### src/rre_pkg.sv
// Shared types, codes and constants of the rectangle raster engine.
package rre_pkg;

  localparam int DEF_MAX_WIDTH  = 256;
  localparam int DEF_MAX_HEIGHT = 256;
  localparam int DEF_FRAC_BITS  = 8;

  localparam int OP_W     = 2;
  localparam int COORD_W  = 18;
  localparam int SIZE_W   = 17;
  localparam int CHAR_W   = 8;
  localparam int PIX_W    = 8;
  localparam int SCAN_W   = 9;
  localparam int CFG_IDX_W  = 2;
  localparam int CFG_DATA_W = 9;

  localparam logic [SCAN_W-1:0] RST_CANVAS_WIDTH  = SCAN_W'(256);
  localparam logic [SCAN_W-1:0] RST_CANVAS_HEIGHT = SCAN_W'(256);
  localparam logic [CHAR_W-1:0] RST_BACKGROUND    = CHAR_W'(32);

  typedef enum logic [OP_W-1:0] {
    OP_CLEAR = 2'd0,
    OP_DRAW  = 2'd1,
    OP_READ  = 2'd2
  } op_e;

  typedef enum logic [CFG_IDX_W-1:0] {
    CFG_CANVAS_WIDTH  = 2'd0,
    CFG_CANVAS_HEIGHT = 2'd1,
    CFG_BACKGROUND    = 2'd2
  } cfg_idx_e;

  typedef enum logic [1:0] {
    ST_IDLE,
    ST_SCAN,
    ST_READ
  } state_e;

  typedef struct packed {
    logic load;      // latch a clear or draw transaction, start the scan
    logic step;      // handle one pixel of the scan
    logic rd_issue;  // read one canvas entry for a read transaction
    logic out_load;  // move the read data into the output register
  } ctrl_cmd_t;

  typedef struct packed {
    logic empty;     // active area has no pixel
    logic last;      // scan stands on the last active pixel
  } ctrl_sts_t;

endpackage

### src/rre_ctrl.sv
// Controller of the rectangle raster engine: sequencing of scans and reads.
module rre_ctrl import rre_pkg::*; (
  input  logic            clk_i,
  input  logic            rst_ni,
  input  logic            in_valid_i,
  input  logic [OP_W-1:0] in_op_i,
  output logic            in_ready_o,
  output logic            out_valid_o,
  input  logic            out_ready_i,
  output ctrl_cmd_t       cmd_o,
  input  ctrl_sts_t       sts_i
);

  state_e state_q, state_d;
  logic   out_valid_q, out_valid_d;
  logic   out_free;

  assign out_free = !out_valid_q || out_ready_i;

  always_comb begin
    state_d = state_q;
    case (state_q)
      ST_IDLE: begin
        if (in_valid_i) begin
          case (in_op_i)
            OP_CLEAR, OP_DRAW: begin
              if (!sts_i.empty) state_d = ST_SCAN;
            end
            OP_READ: state_d = ST_READ;
            default: state_d = ST_IDLE;
          endcase
        end
      end
      ST_SCAN: begin
        if (sts_i.last) state_d = ST_IDLE;
      end
      ST_READ: begin
        if (out_free) state_d = ST_IDLE;
      end
      default: state_d = ST_IDLE;
    endcase
  end

  always_comb begin
    in_ready_o = 1'b0;
    cmd_o      = '0;
    case (state_q)
      ST_IDLE: begin
        in_ready_o = 1'b1;
        if (in_valid_i) begin
          case (in_op_i)
            OP_CLEAR, OP_DRAW: cmd_o.load = !sts_i.empty;
            OP_READ:           cmd_o.rd_issue = 1'b1;
            default:           cmd_o = '0;
          endcase
        end
      end
      ST_SCAN: cmd_o.step     = 1'b1;
      ST_READ: cmd_o.out_load = out_free;
      default: cmd_o = '0;
    endcase
  end

  // A fresh load wins over the drain of the previous result.
  always_comb begin
    out_valid_d = out_valid_q;
    if (cmd_o.out_load) begin
      out_valid_d = 1'b1;
    end else if (out_ready_i) begin
      out_valid_d = 1'b0;
    end
  end

  always_ff @(posedge clk_i or negedge rst_ni) begin
    if (!rst_ni) begin
      state_q     <= ST_IDLE;
      out_valid_q <= 1'b0;
    end else begin
      state_q     <= state_d;
      out_valid_q <= out_valid_d;
    end
  end

  assign out_valid_o = out_valid_q;

endmodule

### config.mk
export PLATFORM = sky130hd
export DESIGN_NAME = rre_ctrl
export DESIGN_NICKNAME = d
export VERILOG_FILES = /design/src/rre_pkg.sv /design/src/rre_ctrl.sv
export SDC_FILE = /design/constraint.sdc
export NUM_CORES = 1
export LEC_CHECK = 0
export ABC_AREA = 1
export CORE_AREA = 2 2 39 41
export CTS_CLUSTER_DIAMETER = 100
export DETAILED_ROUTE_END_ITERATION = 10
export DIE_AREA = 0 0 41 43
export DONT_BUFFER_PORTS = 1
export SYNTH_ARGS = -nofsm -noshare
export SYNTH_HDL_FRONTEND = slang
export SYNTH_SLANG_ARGS = --single-unit
### constraint.sdc
create_clock -name clk_i -period 1.5 [get_ports clk_i]
set_input_delay 0 -clock clk_i [delete_from_list [all_inputs] [get_ports clk_i]]
set_output_delay 0 -clock clk_i [all_outputs]
set_load 0.005 [all_outputs]
## Word level (Yosys, flattened, before mapping)

Cells that the tools add are included.
Widths: inputs -> output; s select.

- Equal/unequal tests: 8
- Muxes and demuxes: 16
- Reduce and logical (&&, ||, !) cells: 8

Operators with widths:

| kind | count |
|---|---|
| $mux 2 | 4 |
| $mux 1 | 7 |
| $ne 2x2->1 const B | 3 |
| $pmux 2 s3 | 1 |
| $eq 2x1->1 const B | 2 |
| $eq 2x2->1 const B | 2 |
| $logic_not 2->1 | 2 |
| $mux 4 | 1 |
| $pmux 1 s2 | 2 |
| $pmux 2 s2 | 1 |
| $reduce_and 4->1 | 1 |
| $ne 3x3->1 const B | 1 |
| $logic_not 1->1 | 2 |
| $reduce_bool 2->1 | 1 |
| $reduce_or 2->1 | 1 |
| $logic_or 1x1->1 | 1 |

- Flip-flop bits (word level): 3
- Input port bits: 8
- Output and inout port bits: 6
- Logic and storage cells: 34

## Logic depth before layout (Yosys ltp)

Gate-level depths: netlist of run 1.

- Depth after elaboration: 6
- Mapped depth: 5
- Depth with buffers taken out: 5

## Worst setup path after synthesis of run 1

Ideal clock, no wire load.

- Path kind: flip-flop to flip-flop
- From: register state_q[1]
- To: register state_q[1]
- Library setup time: 0.065 ns
- Data arrival time: 0.697 ns
- Slack: 0.738 ns
- Cell stages (with the launch flop): 4
- Path buffers: 0
- Clock period less this slack: 0.762 ns
- Cells stage by stage: dfrtp_1 -> nor2_2 -> nand3_1 -> nand2_1

- Cells in the longest elaborated chain, start to end: 3

RTL lines:

| item | line | source |
|---|---|---|
| from (decl) | rre_ctrl.sv:14 | `state_e state_q, state_d;` |
| from (signal assigned) | rre_ctrl.sv:79 | `state_q <= state_d;` |
| $eq 2x2->1 (tied with other cells) | rre_ctrl.sv:22 | `case (state_q)` |
| $ne 2x2->1 (no line) / $ne 3x3->1 (equally long branches) | -- |  |
| $reduce_and 4->1 (no line) | -- |  |

Parallel ways exist; a longest one is shown, timed or not.
A chain may end at the register's enable or synchronous reset.

## Final worst setup path of run 1

Same ends and word-level chain as after synthesis.

==> results of run 1 <==
[metrics by stage]
stage               utilization (%)  total power (µW)
finish                         19.4               275
global route                   19.4               303
CTS                            19.4               283
detailed placement             13.2               118
global placement               13.2               118
floorplan                         -               115
[synthesized netlist by cell type, drive strengths merged]
library cell / count / area share (%)
o21ai: 1 / 2.9
nand2: 5 / 11
buf: 1 / 4.4
dfrtp: 3 / 44
nand3: 2 / 5.9
nor2: 6 / 16
inv: 7 / 15
[layer usage]
metal,share of wire (%),vias up,wire length [µm],GRT usage (%)
met5,0,-,0,0
met4,1.3,0,6,8.00
met3,8.6,2,39,4.71
met2,54,6,245,9.06
met1,36,88,163,7.47
li1,-,90,-,-
[what timing repair did]
item                                    4_1_cts  5_1_grt
hold endpoints to repair                      6        0
resized for setup                             0        0
hold buffers                                  6        0
endpoints found under the setup margin        0        0
[area by class of cell]
type / instances / share of cell area (%)
Timing Repair Buffer: 6 / 22.3
Multi-Input combinational cell: 14 / 22.8
Sequential cell: 3 / 27.9
Clock buffer: 4 / 9.77
Tap cell: 16 / 7.44
Inverter: 7 / 9.77
[critical path: cells and delay by family, from the launching register on]
kind / cells / cell delay, ps
buf+inv: 1 / 580
flops: 1 / 400
simple gates: 3 / 360
[final timing paths]
check	endpoint	depth (start not counted)
worst max register to register	state_q[1]	4
worst min register to register	out_valid_o	2
worst min-delay path	out_valid_o	1
max in group asynchronous	state_q[1]	1
worst max-delay path	state_q[1]	4
min in group clk_i	cmd_o[3]	2
[flip-flops by register name, indices dropped and copies added, names as in the netlist]
name / cells
state_q: 2
out_valid_o: 1
[cell families (layout without fill, tap and decap cells)]
logic type      Yosys count  count (layout)  synth area share, %
compound gates            1               1                 2.94
buf+inv                   8              17                 19.9
flops                     3               3                 44.1
simple gates             13              13                 33.1
[power groups by stage]
stage               sequential, µW  combinational, µW  clock [µW]
global route                  93.6               45.1         164
global placement              94.3               23.4           0
detailed placement            93.9               24.2           0
finish                        93.3               38.9         143
CTS                           93.0               39.0         151
floorplan                     93.1               21.9           0
==> out/metrics.cfg, run 1 <==
[timing]
drv_slew = 0
max_freq_ghz = 0.715
setup_ws_ps = 100
final.period_utilization_pct = 93.3
post-route-min-period_ps = 1400
rsz0062_at_grt = no
worst_slew_pin_slew_ps = 158
fin_skew_ps = 5.59
final.setup.tns_ps = 0
hold_ws_ps = 23.6
hold_viol_final = 0
finalSetupViolations = 0
slew_headroom_pct = 89.4

[synth]
yosysUniqueCellTypes = 8
synth_area_um2 = 170
syn_inst = 25
synth_seq_area_share_pct = 44.1
ys_ff_latch = 3
synth_nets = 33
postSynthAreaPerCell_um2 = 6.81
yosysWarnings = 0

[detailed_routing]
drt-total-wl_um = 455
dr.pass1.iters = 3
wl_per_cell_um = 9.10
viasPerCell = 3.72
drc_errors = 0
vias = 186
ant_nets = 0
dr.first_iter.drc_count = 1

[die]
pin_count = 14
die_h_um = 43
die_w_um = 41
die_area_um2 = 1760
core_area_um2 = 1380
initial_core_util_pct = 12.3
num_rows = 14

[critical_path]
slowest_delay_ps = 580
reg2reg_setup_slack_ps = 100
criticalPathCategory = flip-flop to flip-flop
worstSetupStartpointType = flip-flop
cp.required_ps = 1670
arrival_ps = 1570
path_cells = nor2_2, nand3_1, dlygate4sd3_1, nand2_1
r2r_start = state_q[1]
crit_fanout = 3
startpoint = state_q[1]
cp_slowest_cell = dlygate4sd3_1
cp-end-kind = flip-flop

[clock_tree]
htree_levels = 1
postCtsSetupBuffers = 0
clock_latency_ps = 230
cts_sinks = 3
clockBufferDepth = 2
cts_tree = done
cts_root_buffer = clkbuf_4
clkTransAtPathRegs_ps = 40
cts_inserted_buffers = 3

[pwr]
p_comb_share_pct = 14.1
seqPwrFrac_pct = 33.9
netSwitchingFraction_pct = 25.0
p_int_uw = 207
switching_power_uw = 68.7
p_clk_share_pct = 52.0
ir_worst_vdd_v = 0.000289
power_density_nw_per_um2 = 1020
p_leak_uw = 0.000155

[global_route]
grt_first_pass_wirelength_um = 779
grt.total_usage_pct = 7.35
grt_overflow_total = 0
grt_max_degree = 4
antenna_found_initial = 0
grt_pass1_vias = 183

[final_layout]
final_nets = 43
drive_gt1_share_pct = 14.7
syn_to_final_growth_pct = 58.1
final_common_cell = inv_1
seqCellArea_um2 = 75.1
stdcell_count = 50
final_cell_mix = 7 x inv_1, 6 x dlygate4sd3_1, 5 x nand2_1, 4 x nor2_1
diodes = 0
fillers = 157
stdcell_area_um2 = 269
multi_input_area_um2 = 61.3

[place]
place.port_buffers = 0
hpwl_um = 339
dpl-instance-area_um2 = 183
routabilityCongestion = 0.555
placed_cells = 40
post-place-ws_ps = 669

[hold_path]
hp-class = input pin to async pin

[job]
drv_cap = 0

[outcome]
status = finished clean

(Power assumes the default switching activity.)
==> run 2: changes to the inputs <==
REMOVE_ABC_BUFFERS = 1   (was unset)
==> run 2 against run 1 <==
Flip-flop and latch count unchanged. Clock-buffer cell count unchanged. First-iteration DRC count increased to 3.0 times the previous value.
==> out/metrics.cfg, run 2 (synthesized netlist as in run 1, its figures left out) <==
[outcome]
status = finished clean  ; unchanged

[global_route]
grt.total_usage_pct = 5.74  ; was 7.35%
grt_overflow_total = 0  ; unchanged
grt_first_pass_wirelength_um = 600  ; was 779 µm
grt_max_degree = 4  ; unchanged
grt_pass1_vias = 156  ; was 183
antenna_found_initial = 0  ; unchanged

[final_layout]
diodes = 0  ; unchanged
drive_gt1_share_pct = 14.7  ; unchanged
stdcell_area_um2 = 269  ; unchanged
largest_reg_flops = 2  ; unchanged
syn_to_final_growth_pct = 58.1  ; unchanged
final_cell_mix = 7 x inv_1, 6 x dlygate4sd3_1, 5 x nand2_1, 4 x nor2_1  ; unchanged
top_register = state_q  ; unchanged
final_common_cell = inv_1  ; unchanged
final_nets = 43  ; unchanged

[die]
die_h_um = 43  ; unchanged
num_rows = 14  ; unchanged
pin_count = 14  ; unchanged
die_w_um = 41  ; unchanged
initial_core_util_pct = 12.3  ; unchanged
core_area_um2 = 1380  ; unchanged
die_area_um2 = 1760  ; unchanged

[critical_path]
r2r_cells = 4  ; unchanged
r2r_start = state_q[1]  ; unchanged
arrival_ps = 1570  ; about the same
worstSetupStartpointType = flip-flop  ; unchanged
cp-end-kind = flip-flop  ; unchanged
startpoint = state_q[1]  ; unchanged
reg2reg_setup_slack_ps = 100  ; about the same
criticalPathCategory = flip-flop to flip-flop  ; unchanged
cp_slowest_cell = dlygate4sd3_1  ; unchanged
cp.required_ps = 1670  ; about the same
crit_fanout = 3  ; unchanged
reg2reg_to = state_q[0]  ; was state_q[1]
cp_top_family = buffers and inverters  ; unchanged
crit_cells = 4  ; unchanged
slowest_delay_ps = 540  ; was 580 ps
path_cells = nor2_2, nand3_1, nand2_1, dlygate4sd3_1  ; was nor2_2, nand3_1, dlygate4sd3_1, nand2_1
cp-endpoint = state_q[0]  ; was state_q[1]
critical_path_buf_inv_count = 1  ; unchanged

[job]
drv_cap = 0  ; unchanged

[detailed_routing]
vias = 180  ; was 186
drc_errors = 0  ; unchanged
wl_per_cell_um = 8.48  ; was 9.10 µm
ant_nets = 0  ; unchanged
viasPerCell = 3.60  ; was 3.72
dr.first_iter.drc_count = 3  ; was 1
drt-total-wl_um = 424  ; was 455 µm
dr.pass1.iters = 2  ; was 3

[clock_tree]
clockBufferDepth = 2  ; unchanged
postCtsSetupBuffers = 0  ; unchanged
cts_root_buffer = clkbuf_4  ; unchanged
clock_latency_ps = 230  ; about the same
clkTransAtPathRegs_ps = 40  ; about the same
cts_tree = done  ; unchanged
cts_inserted_buffers = 3  ; unchanged
htree_levels = 1  ; unchanged
cts_sinks = 3  ; unchanged
cts_hold_buffers = 6  ; unchanged
postCtsResizedCells = 0  ; unchanged

[timing]
slew_headroom_pct = 88.3  ; was 89.4%
worst_slew_pin_slew_ps = 176  ; was 158 ps
rsz0062_at_grt = no  ; unchanged
final.period_utilization_pct = 93.4  ; was 93.3%
fin_skew_ps = 3.03  ; was 5.59 ps
finalSetupViolations = 0  ; unchanged
final.setup.tns_ps = 0  ; unchanged
max_freq_ghz = 0.713  ; was 0.715 GHz
drv_slew = 0  ; unchanged
post-route-min-period_ps = 1400  ; about the same
hold_viol_final = 0  ; unchanged

[hold_path]
hp-class = input pin to async pin  ; unchanged

[pwr]
power_density_nw_per_um2 = 1030  ; was 1020 nW/µm²
ir_worst_vdd_v = 0.000301  ; was 0.000289 V
p_leak_uw = 0.000155  ; unchanged

[place]
dpl-instance-area_um2 = 183  ; unchanged
hpwl_um = 307  ; was 339 µm
place.port_buffers = 0  ; unchanged
routabilityCongestion = 0.597  ; was 0.555

==> run 2: cell counts in the layout (fill, tap and decap cells not counted) <==
No cell type changed its count.
==> run 2: through the flow <==
stage          std cells  hold WS, ps  util, %  power, µW  worst slack, ps
2_1_floorplan         24         -296        -        113              738
3_3_place_gp          40         -295     13.2        118              645
3_5_place_dp          40         -295     13.2        119              630
4_1_cts               50         16.1     19.4        283             74.8
5_1_grt               50         19.1     19.4        296             16.3
6_report              50         18.6     19.4        276             98.4
==> run 2: worst min path at each step <==
| stage | start | to | slack [ps] |
|---|---|---|---|
| global route | rst_ni | out_valid_o | 20 |
| floorplan | rst_ni | out_valid_o | -300 |
| finish | rst_ni | out_valid_o | 20 |
| detailed placement | rst_ni | out_valid_o | -300 |
| CTS | rst_ni | out_valid_o | 20 |
| global placement | rst_ni | out_valid_o | -300 |
==> run 2: final cells by class <==
type,count,area [µm²]
Sequential cell,3,75.1
Clock buffer,4,26.3
Inverter,7,26.3
Fill cell,156,1110
Multi-Input combinational cell,14,61.3
Tap cell,16,20.0
Timing Repair Buffer,6,60.1
==> run 2: power breakdown <==
| group | leakage (µW) | internal [µW] | switching (µW) |
|---|---|---|---|
| Combinational | 0.000100 | 18.8 | 19.8 |
| Clock | 0.0000150 | 99.9 | 44.2 |
| Sequential | 0.0000401 | 87.9 | 5.50 |
| Total | 0.000155 | 207 | 69.5 |
==> run 2: routing by layer <==
| layer | track usage (%) | up-vias | share of wire, % |
|---|---|---|---|
| met1 | 6.17 | 78 | 39 |
| li1 | - | 90 | - |
| met3 | 6.28 | 2 | 15 |
| met5 | 0 | - | 0 |
| met4 | 4.00 | 0 | 2.4 |
| met2 | 6.25 | 10 | 43 |
